## src/rtl/assert_macros.svh

```systemverilog
// ----------------------------------------------------------------------------
// Assertion macros
// Shared concurrent assertion forms for the RTL.
// ----------------------------------------------------------------------------
`ifndef ASSERT_MACROS_SVH
`define ASSERT_MACROS_SVH

// Same-cycle implication, disabled while reset is asserted
`define CHECK_IMPLIES(lbl, clk_s, rst_s, ante, cons) \
    lbl: assert property (@(posedge clk_s) disable iff (!rst_s) (ante) |-> (cons)) \
        else $error("assertion failed");

// Next-cycle implication, disabled while reset is asserted
`define CHECK_NEXT(lbl, clk_s, rst_s, ante, cons) \
    lbl: assert property (@(posedge clk_s) disable iff (!rst_s) (ante) |=> (cons)) \
        else $error("assertion failed");

`endif

```

## src/rtl/atan2pa_pkg.sv

```systemverilog
// ----------------------------------------------------------------------------
// atan2pa_pkg
// Types and constants for the polynomial atan2 core.
// ----------------------------------------------------------------------------
package atan2pa_pkg;

    localparam int DEFAULT_INPUT_WIDTH     = 16;
    localparam int DEFAULT_ANGLE_FRAC_BITS = 13;

    localparam int ANGLE_W = 16;
    localparam int Q_W     = 16;
    localparam int Z_FRAC  = 15;
    localparam int ACC_W   = 35;

    localparam logic [Q_W-1:0]   Z_ONE       = 16'd32768;
    localparam logic [14:0]      COEF_N1     = 15'd31863;
    localparam logic [12:0]      COEF_N2_MAG = 13'd6290;
    localparam logic [ACC_W-1:0] PI_Q30      = 35'd3373259426;
    localparam logic [ACC_W-1:0] HALF_PI_Q30 = 35'd1686629713;

    typedef enum logic [1:0] {
        MODE_ZERO,
        MODE_DIRECT,
        MODE_SWAPPED
    } mode_t;

    typedef struct packed {
        logic  valid;
        mode_t mode;
        logic  y_neg;
        logic  x_neg;
    } ctl_t;

endpackage

```

## src/rtl/atan2_polynomial_approx_core.sv

```systemverilog
// ----------------------------------------------------------------------------
// atan2_polynomial_approx_core
// Pipelined fixed-point atan2 using a third-order polynomial on the ratio.
// ----------------------------------------------------------------------------
// Takes one (y, x) transaction per clock and returns its angle with done high
// for one cycle. The pipeline is an entry stage, the 16-bit restoring divider,
// which resolves two quotient bits per stage over eight stages, the three
// multiply stages of the polynomial, a combine stage and a round/saturate
// stage. busy is always low; results cannot be held off.
`include "assert_macros.svh"

module atan2_polynomial_approx_core #(
    parameter int INPUT_WIDTH     = atan2pa_pkg::DEFAULT_INPUT_WIDTH,
    parameter int ANGLE_FRAC_BITS = atan2pa_pkg::DEFAULT_ANGLE_FRAC_BITS
) (
    input  logic                          clk,
    input  logic                          rst_n,
    input  logic                          start,
    output logic                          busy,
    input  logic signed [INPUT_WIDTH-1:0] y_value,
    input  logic signed [INPUT_WIDTH-1:0] x_value,
    output logic                          done,
    output logic signed [atan2pa_pkg::ANGLE_W-1:0] angle
);

    localparam int W          = INPUT_WIDTH;
    localparam int REM_W      = INPUT_WIDTH + 1;
    localparam int Q_W        = atan2pa_pkg::Q_W;
    localparam int ACC_W      = atan2pa_pkg::ACC_W;
    localparam int ANGLE_W    = atan2pa_pkg::ANGLE_W;
    localparam int STEPS      = 2;
    localparam int DIV_STAGES = Q_W / STEPS;
    localparam int RND_SHIFT  = 30 - ANGLE_FRAC_BITS;

    localparam logic [ACC_W-1:0] ROUND_BIAS = ACC_W'(64'd1 << (29 - ANGLE_FRAC_BITS));
    localparam logic [ACC_W-1:0] ANGLE_LIM  =
        (atan2pa_pkg::PI_Q30 + ROUND_BIAS) >> RND_SHIFT;
    localparam logic [ANGLE_W-1:0] ANGLE_LIM16 = ANGLE_LIM[ANGLE_W-1:0];

    // ---------------- entry stage ----------------
    logic                 y_neg;
    logic                 x_neg;
    logic [W-1:0]         y_mag;
    logic [W-1:0]         x_mag;
    atan2pa_pkg::ctl_t    s0_ctl_next;
    logic [REM_W-1:0]     s0_rem_next;
    logic [W-1:0]         s0_den_next;
    atan2pa_pkg::ctl_t    s0_ctl_reg;
    logic [REM_W-1:0]     s0_rem_reg;
    logic [W-1:0]         s0_den_reg;

    assign busy = 1'b0;

    always_comb
    begin
        y_neg = y_value[W-1];
        x_neg = x_value[W-1];
        y_mag = y_neg ? (~y_value + 1'b1) : y_value;
        x_mag = x_neg ? (~x_value + 1'b1) : x_value;
        s0_ctl_next.valid = start && !busy;
        s0_ctl_next.y_neg = y_neg;
        s0_ctl_next.x_neg = x_neg;
        if ((x_value != '0) && (x_mag >= y_mag))
        begin
            s0_ctl_next.mode = atan2pa_pkg::MODE_DIRECT;
            s0_rem_next      = {1'b0, y_mag};
            s0_den_next      = x_mag;
        end
        else if (y_value != '0)
        begin
            s0_ctl_next.mode = atan2pa_pkg::MODE_SWAPPED;
            s0_rem_next      = {1'b0, x_mag};
            s0_den_next      = y_mag;
        end
        else
        begin
            s0_ctl_next.mode = atan2pa_pkg::MODE_ZERO;
            s0_rem_next      = '0;
            s0_den_next      = '0;
        end
    end

    always_ff @(posedge clk or negedge rst_n)
    begin
        if (!rst_n)
        begin
            s0_ctl_reg <= '0;
        end
        else
        begin
            s0_ctl_reg <= s0_ctl_next;
        end
    end

    always_ff @(posedge clk)
    begin
        s0_rem_reg <= s0_rem_next;
        s0_den_reg <= s0_den_next;
    end

    // ---------------- divider stages ----------------
    atan2pa_pkg::ctl_t div_ctl_in  [DIV_STAGES];
    logic [REM_W-1:0]  div_rem_in  [DIV_STAGES];
    logic [W-1:0]      div_den_in  [DIV_STAGES];
    logic [Q_W-1:0]    div_q_in    [DIV_STAGES];
    logic [REM_W-1:0]  div_rem_next[DIV_STAGES];
    logic [Q_W-1:0]    div_q_next  [DIV_STAGES];
    atan2pa_pkg::ctl_t div_ctl_reg [DIV_STAGES];
    logic [REM_W-1:0]  div_rem_reg [DIV_STAGES];
    logic [W-1:0]      div_den_reg [DIV_STAGES];
    logic [Q_W-1:0]    div_q_reg   [DIV_STAGES];

    for (genvar g = 0; g < DIV_STAGES; g++)
    begin : g_div
        if (g == 0)
        begin : g_first
            assign div_ctl_in[g] = s0_ctl_reg;
            assign div_rem_in[g] = s0_rem_reg;
            assign div_den_in[g] = s0_den_reg;
            assign div_q_in[g]   = '0;
        end
        else
        begin : g_rest
            assign div_ctl_in[g] = div_ctl_reg[g-1];
            assign div_rem_in[g] = div_rem_reg[g-1];
            assign div_den_in[g] = div_den_reg[g-1];
            assign div_q_in[g]   = div_q_reg[g-1];
        end

        logic [REM_W-1:0] rem_v;
        logic [Q_W-1:0]   q_v;
        logic             bit_v;

        always_comb
        begin
            rem_v = div_rem_in[g];
            q_v   = div_q_in[g];
            for (int k = 0; k < STEPS; k++)
            begin
                bit_v = (rem_v >= {1'b0, div_den_in[g]});
                if (bit_v)
                begin
                    rem_v = rem_v - {1'b0, div_den_in[g]};
                end
                q_v   = {q_v[Q_W-2:0], bit_v};
                rem_v = {rem_v[REM_W-2:0], 1'b0};
            end
            div_rem_next[g] = rem_v;
            div_q_next[g]   = q_v;
        end

        always_ff @(posedge clk or negedge rst_n)
        begin
            if (!rst_n)
            begin
                div_ctl_reg[g] <= '0;
            end
            else
            begin
                div_ctl_reg[g] <= div_ctl_in[g];
            end
        end

        always_ff @(posedge clk)
        begin
            div_rem_reg[g] <= div_rem_next[g];
            div_den_reg[g] <= div_den_in[g];
            div_q_reg[g]   <= div_q_next[g];
        end
    end

    // ---------------- polynomial stages ----------------
    logic [Q_W-1:0]    zm;
    logic [31:0]       zsq;
    logic [Q_W-1:0]    z2_next;
    logic [28:0]       tprod;
    logic [14:0]       p_next;
    logic [30:0]       pz;
    logic [14:0]       poly_next;

    atan2pa_pkg::ctl_t p1_ctl_reg;
    atan2pa_pkg::ctl_t p2_ctl_reg;
    atan2pa_pkg::ctl_t p3_ctl_reg;
    logic [Q_W-1:0]    z2_reg;
    logic [Q_W-1:0]    zm1_reg;
    logic [Q_W-1:0]    zm2_reg;
    logic [14:0]       p_reg;
    logic [14:0]       poly_reg;

    always_comb
    begin
        zm        = div_q_reg[DIV_STAGES-1];
        zsq       = zm * zm;
        z2_next   = zsq[30:15];
        tprod     = atan2pa_pkg::COEF_N2_MAG * z2_reg;
        p_next    = atan2pa_pkg::COEF_N1 - tprod[28:15];
        pz        = p_reg * zm2_reg;
        poly_next = pz[29:15];
    end

    // ---------------- combine stage ----------------
    logic [ACC_W-1:0]  pq;
    logic [ACC_W-1:0]  pterm;
    logic [ACC_W-1:0]  acc_next;
    logic              zneg;
    atan2pa_pkg::ctl_t acc_ctl_reg;
    logic [ACC_W-1:0]  acc_reg;

    always_comb
    begin
        pq    = {{(ACC_W - 30){1'b0}}, poly_reg, 15'b0};
        zneg  = p3_ctl_reg.y_neg ^ p3_ctl_reg.x_neg;
        pterm = zneg ? (~pq + 1'b1) : pq;
        unique case (p3_ctl_reg.mode)
            atan2pa_pkg::MODE_DIRECT:
            begin
                if (!p3_ctl_reg.x_neg)
                begin
                    acc_next = pterm;
                end
                else if (!p3_ctl_reg.y_neg)
                begin
                    acc_next = atan2pa_pkg::PI_Q30 + pterm;
                end
                else
                begin
                    acc_next = pterm - atan2pa_pkg::PI_Q30;
                end
            end
            atan2pa_pkg::MODE_SWAPPED:
            begin
                if (!p3_ctl_reg.y_neg)
                begin
                    acc_next = atan2pa_pkg::HALF_PI_Q30 - pterm;
                end
                else
                begin
                    acc_next = '0 - atan2pa_pkg::HALF_PI_Q30 - pterm;
                end
            end
            default:
            begin
                acc_next = '0;
            end
        endcase
    end

    // ---------------- round and saturate ----------------
    logic              acc_neg;
    logic [ACC_W-1:0]  acc_mag;
    logic [ACC_W-1:0]  rnd_mag;
    logic [ACC_W-1:0]  sat_mag;
    logic [ACC_W-1:0]  signed_out;
    logic [ANGLE_W-1:0] angle_next;
    logic              done_reg;
    logic [ANGLE_W-1:0] angle_reg;

    always_comb
    begin
        acc_neg    = acc_reg[ACC_W-1];
        acc_mag    = acc_neg ? (~acc_reg + 1'b1) : acc_reg;
        rnd_mag    = (acc_mag + ROUND_BIAS) >> RND_SHIFT;
        sat_mag    = (rnd_mag > ANGLE_LIM) ? ANGLE_LIM : rnd_mag;
        signed_out = acc_neg ? (~sat_mag + 1'b1) : sat_mag;
        angle_next = signed_out[ANGLE_W-1:0];
    end

    always_ff @(posedge clk or negedge rst_n)
    begin
        if (!rst_n)
        begin
            p1_ctl_reg  <= '0;
            p2_ctl_reg  <= '0;
            p3_ctl_reg  <= '0;
            acc_ctl_reg <= '0;
            done_reg    <= 1'b0;
        end
        else
        begin
            p1_ctl_reg  <= div_ctl_reg[DIV_STAGES-1];
            p2_ctl_reg  <= p1_ctl_reg;
            p3_ctl_reg  <= p2_ctl_reg;
            acc_ctl_reg <= p3_ctl_reg;
            done_reg    <= acc_ctl_reg.valid;
        end
    end

    always_ff @(posedge clk)
    begin
        z2_reg    <= z2_next;
        zm1_reg   <= zm;
        zm2_reg   <= zm1_reg;
        p_reg     <= p_next;
        poly_reg  <= poly_next;
        acc_reg   <= acc_next;
        angle_reg <= angle_next;
    end

    assign done  = done_reg;
    assign angle = angle_reg;

    // ---------------- assertions ----------------
    `CHECK_IMPLIES(a_ratio_bound, clk, rst_n,
        div_ctl_reg[DIV_STAGES-1].valid && div_ctl_reg[DIV_STAGES-1].mode != atan2pa_pkg::MODE_ZERO,
        zm <= atan2pa_pkg::Z_ONE)
    `CHECK_IMPLIES(a_poly_bound, clk, rst_n, p3_ctl_reg.valid,
        poly_reg <= atan2pa_pkg::COEF_N1)
    `CHECK_NEXT(a_done_follows, clk, rst_n, acc_ctl_reg.valid, done)
    `CHECK_IMPLIES(a_angle_sat, clk, rst_n, done,
        (ANGLE_FRAC_BITS > 13) || (($signed(angle) <= $signed(ANGLE_LIM16))
        && ($signed(angle) >= -$signed(ANGLE_LIM16))))

endmodule
```

## config.mk

```make
export PLATFORM = sky130hd
export DESIGN_NAME = atan2_polynomial_approx_core
export DESIGN_NICKNAME = d
export VERILOG_FILES = /design/src/rtl/atan2pa_pkg.sv /design/src/rtl/atan2_polynomial_approx_core.sv
export VERILOG_INCLUDE_DIRS = /design/src /design/src/rtl
export SDC_FILE = /design/constraint.sdc
export NUM_CORES = 2
export LEC_CHECK = 0
export ABC_AREA = 0
export ABC_CLOCK_PERIOD_IN_PS = 7500
export CORE_ASPECT_RATIO = 1.1
export CORE_MARGIN = 4
export CORE_UTILIZATION = 56
export CTS_CLUSTER_DIAMETER = 120
export DETAILED_ROUTE_END_ITERATION = 7
export DONT_BUFFER_PORTS = 1
export PLACE_DENSITY = 0.75
export RECOVER_POWER = 100
export SETUP_SLACK_MARGIN = 0.3
export SLEW_MARGIN = 20
export SYNTH_ARGS = -nofsm -noshare
export SYNTH_HDL_FRONTEND = slang
export SYNTH_SLANG_ARGS = --single-unit
```

## constraint.sdc

```tcl
create_clock -name clk -period 7.5 [get_ports clk]
set_input_delay 1.875 -clock clk [delete_from_list [all_inputs] [get_ports clk]]
set_output_delay 1.875 -clock clk [all_outputs]
set_load 0.01 [all_outputs]
```

### Word-level counts from Yosys, hierarchy flattened

Memories as Yosys holds them, arrays and structs flattened.
Index checks and enable logic that the tools add are counted.

| cells by class | value |
|---|---|
| eq/ne operators | 2 |
| reduce and logical (&&, ||, !) cells | 3 |
| add/sub/neg operators | 27 |
| divide/modulo/power cells | 0 |
| $mul | 3 |
| shift operators | 0 |
| magnitude comparators | 18 |
| mux-type cells | 32 |
| bitwise logic cells | 6 |

Operator list:

| kind | count |
|---|---|
| 2-to-1 mux 16 bit | 24 |
| subtractor 16 bit | 16 |
| >= comparator 17 x 16 -> 1 bit | 15 |
| 2-to-1 mux 35 bit | 5 |
| adder 35 x 1 -> 35 bit (second input constant) | 2 |
| one-hot mux 35 bit (2 select lines) | 1 |
| adder 16 x 1 -> 16 bit (second input constant) | 3 |
| NOT 16 bit | 3 |
| adder 32 x 35 -> 35 bit (first input constant) | 1 |
| adder 35 x 17 -> 35 bit (second input constant) | 1 |
| NOT 30 -> 35 bit | 1 |
| NOT 35 bit | 1 |
| subtractor 31 x 35 -> 35 bit (first input constant) | 1 |
| subtractor 35 x 32 -> 35 bit (second input constant) | 1 |
| subtractor 35 bit (first input constant) | 1 |
| >= comparator 16 bit | 2 |
| nonzero test 16 bit | 2 |
| multiplier 16 x 16 -> 31 bit | 1 |
| multiplier 15 x 16 -> 30 bit | 1 |
| multiplier 12 x 16 -> 28 bit (first input constant) | 1 |
| > comparator 18 x 15 -> 1 bit (second input constant) | 1 |
| subtractor 15 x 14 -> 15 bit (first input constant) | 1 |
| 2-to-1 mux 2 bit | 2 |
| == test 2 x 1 -> 1 bit (second input constant) | 1 |
| other kinds (3) | 3 |

| storage, ports and cells | value |
|---|---|
| memories | 3 |
| input bits | 35 |
| bits in registers | 223 |
| bits in writable memories | 384 |
| logic and storage cells | 153 |
| bits in latches | 0 |
| ROM bits | 0 |

Memories:

| name | depth | bits a word | read ports | clocked after Yosys merged registers in | wr ports | line | text |
|---|---|---|---|---|---|---|---|
| div_den_reg | 8 | 16 | 7 | 0 | 8 | atan2_polynomial_approx_core.sv:110 | `logic [W-1:0] div_den_reg [DIV_STAGES];` |
| div_q_reg | 8 | 16 | 8 | 0 | 8 | atan2_polynomial_approx_core.sv:111 | `logic [Q_W-1:0] div_q_reg [DIV_STAGES];` |
| div_rem_reg | 8 | 16 | 7 | 0 | 8 | atan2_polynomial_approx_core.sv:109 | `logic [REM_W-1:0] div_rem_reg [DIV_STAGES];` |

### Logic depth before layout (Yosys ltp)

| logic depth | value |
|---|---|
| depth in word-level cells | 9 |
| depth in mapped cells | 30 |
| gate-level depth less buffers | 27 |

### Least setup slack after synthesis

No wires, ideal clock.

| timing path | value |
|---|---|
| path kind | reg-to-reg |
| start point | mem div_q_reg[7][4] (netlist: div_q_reg[1][52]) |
| end point | reg z2_reg[15] |
| path slack | 1134 ps |
| required time | 7379 ps |
| buffers on the path | 1 |
| arrival time | 6246 ps |
| stages on the path, launching flop included | 24 |
| setup time | 121 ps |
| cells stage by stage | dfxtp_1 -> clkbuf_1 -> nand2_1 -> fa_1 -> fa_1 -> inv_1 -> fa_1 -> fa_1 -> fa_1 -> inv_1 -> fa_1 -> inv_1 -> ha_1 -> nand2_1 -> a2111oi_0 -> a221oi_1 -> o21a_1 -> o21ai_0 -> o21a_1 -> nand4_1 -> a31oi_1 -> a211o_1 -> a21oi_1 -> xnor2_1 |

RTL lines:

| what | line | text |
|---|---|---|
| start: declaration | atan2_polynomial_approx_core.sv:111 |  |
| end signal: assignment | atan2_polynomial_approx_core.sv:290 | `z2_reg <= z2_next;` |
| end: declaration | atan2_polynomial_approx_core.sv:184 | `logic [Q_W-1:0] z2_reg;` |

==> run metrics <==
Die Span Y 307 µm; leading cell type in the layout, fill and taps excluded inv_1; share of Yosys cell area claimed by the top area cell type 19.7%; count of clock tree sinks 510; largest net degree at the start of global routing 63; share of the synthesized area in compound gates (AO/OA/AOI/OAI) between 10 and 15%; DRC Markers 0; data arrival time of the critical path 7480 ps; reg-to-reg slack, setup 550 ps; endpoint kind of the worst setup timing path register; routed wirelength normalized by instance count around 17 µm; worst setup margin approximately 550 ps; number of clock buffers inserted by TritonCTS 56; gate count of the mapped netlist between 4000 and 5000; RSZ-0062 raised after global routing false; pins over their slew limit 58; leading cell types in the layout, fill and taps excluded inv_1, ha_1, dfxtp_1, fa_1, nand2_1; final weighted congestion in routability-driven placement 0.931; post-layout min period about 7000 ps; failing checks capacitance limit, slew limit; R2R depth 21; Cell Rows ~110; area share of and/or/nand/nor cells after synthesis 13.7%; crit-path max cell delay roughly 750 ps; critical path, cell by cell inv_1 > ha_1 > nor2b_1 > o21ai_0 > a21boi_0 > o2111ai_1 > a21boi_0 > o41a_1 > a221o_1 > a2111oi_4 > mux2_1 > ha_1 > o21a_1 > o21ai_0 > a21oi_1 > o2111ai_1 > a31oi_1 > a41oi_1 > a21oi_1 > a31o_1 > mux2_2; mux contribution to synthesized area ~4.6%; count of pins on the block boundary 53; highest clock rate roughly 140 MHz; dominant cells by area after synthesis dfxtp_1, fa_1, ha_1, inv_1, xnor2_1; Worst-Margin Slew ~2500 ps; number of flops mapped to enable cells by yosys 0; portion of the post-synthesis area used by sequential elements between 20 and 25%; Congestion Overflow GR 0; final core area utilization about three fifths; Ys Warns 0; number of cells on the worst hold path 0; Post-Synth Adder-Cell Area 32.3%; final wirelength slightly above 100000 µm; synthesized area per cell approximately 9.2 µm²; Routed Antenna Nets 0; unique cell type count in the Yosys netlist around 100; first-pass GRT wire length ~170000 µm; hold violation count in the final report 0; number of antenna violations at the first check in global routing 2; Via Count ~34000; final setup violation count 0; required time of the worst setup path roughly 8000 ps; Overall Global Routing Usage about a quarter; maximum net fanout on the critical path 25; clk slew on worst S/H paths approximately 70 ps; horizontal die dimension between 200 and 300 µm; slew margin rel. -68.0%; total nets after synthesis roughly 5900; effective utilization at floorplan 56.5%; clock tree from TritonCTS done; number of global-route vias before repair ~35000; post-CTS setup buffer count 0; dpl ws a little under 600 ps; final-stage net count 5920; vias per inst ~5.6; kind of critical path reg2reg; Critical Path Slowest Stage Cell a31o_1; xor and xnor fraction of the mapped netlist area under 10%; crit path launch type register; HPWL Detailed between 80000 and 90000 µm; final clock period utilization by the worst path approximately 93%; FF+latch count, synth between 500 and 600; largest family of logic cells by synthesized area adder cells; Tightest Hold Check Type reg2reg; iteration-0 DRC count of the detailed router ~2100; Placeable Area between 0.08 and 0.09 mm²; port bufs 0; share of synthesized flip-flops with an asynchronous set or reset about an eighth; total standard cell area after synthesis 0.0455 mm²; main flop type after synthesis dfxtp_1; cell type with the largest total area after synthesis dfxtp_1; Fin Clk Skew 63.1 ps; outcome complete, but fails checks; Root Buffer clkbuf_16; number of levels the H-tree was split into 2; Total Die Area around 0.086 mm²; fraction of final layout cells sized beyond drive strength 1 under 10%; Clk Latency, worst-skew pair 660 ps; maximum count of clock buffers along a single path 3; final total negative setup slack 0 ps; maxcap violations 2; first-pass iteration count of the detailed router 6; area added between synthesis and finish 6.78%
[timing repair]
action                     CTS  global route
hold buffers                 0             0
setup endpoints to repair    0             4
gates resized for setup      0             4
[routing by layer]
metal | track usage [%] | up-vias | wire [µm]
li1 | - | 16600 | -
met5 | 0 | - | 0
met4 | 7.69 | 0 | 3540
met3 | 3.48 | 215 | 4860
met2 | 43.1 | 773 | 49700
met1 | 29.8 | 16300 | 42600
[worst max-delay path, delay by kind of cell (launching register included)]
family          cells  cell delay, ps
compound gates     15            4650
mux                 2             820
fa+ha+maj           2             690
flops               1             360
simple gates        1             130
buf+inv             1             120
[cell type report]
cell class / instances / area, µm²
antenna: 1 / 2.50
clock buffer: 77 / 1600
clock inverter: 28 / 405
fill: 6856 / 31900
inverter: 747 / 2800
multi-input combinational: 3583 / 31600
sequential: 510 / 10500
tap: 1054 / 1320
timing repair buffer: 41 / 274
[synth_stat cells (all sizes together), types with 29 or more instances]
master,n
o21a,45
clkbuf,103
xnor2,237
nor4,29
nand2,374
nor3,74
mux2,150
a21oi,245
nor2,246
or3,37
o21bai,34
nor2b,40
nand3,64
o21ai,159
dfxtp,448
inv,746
ha,569
and2,217
o211ai,33
xor2,103
a21o,101
dfrtp,62
fa,377
mux2i,41
nand4,65
[final timing paths]
check / end / startpoint
worst max-delay path: div_rem_reg[3][12]$_DFF_P_ / div_den_reg[2][1]$_DFF_P_
worst min-delay path: div_q_reg[1][7]$_DFF_P_ / div_q_reg[0][53]$_DFF_P_
worst max register to register: div_rem_reg[3][12]$_DFF_P_ / div_den_reg[2][1]$_DFF_P_
worst min register to register: div_q_reg[1][7]$_DFF_P_ / div_q_reg[0][53]$_DFF_P_
max in group asynchronous: p3_ctl_reg[0]$_DFF_PN0_ / rst_n
min in group asynchronous: acc_ctl_reg[4]$_DFF_PN0_ / rst_n
[cells by family after synthesis]
| family | Yosys count |
|---|---|
| buf+inv | 873 |
| simple gates | 1249 |
| xor+xnor | 340 |
| flops | 510 |
| other cells | 1 |
| fa+ha+maj | 947 |
| mux | 191 |
| compound gates | 855 |
[through the flow]
stage	area, µm²	hold slack, ps	cells
2_1_floorplan	45500	310	4966
3_3_place_gp	46600	310	5935
3_5_place_dp	46600	312	5935
4_1_cts	48600	290	6040
5_1_grt	48500	291	6040
6_report	48500	288	6041
Power is left out: the tool's default activity adds up to more than one toggle a clock period on the data nets, which glitch-free logic cannot reach.
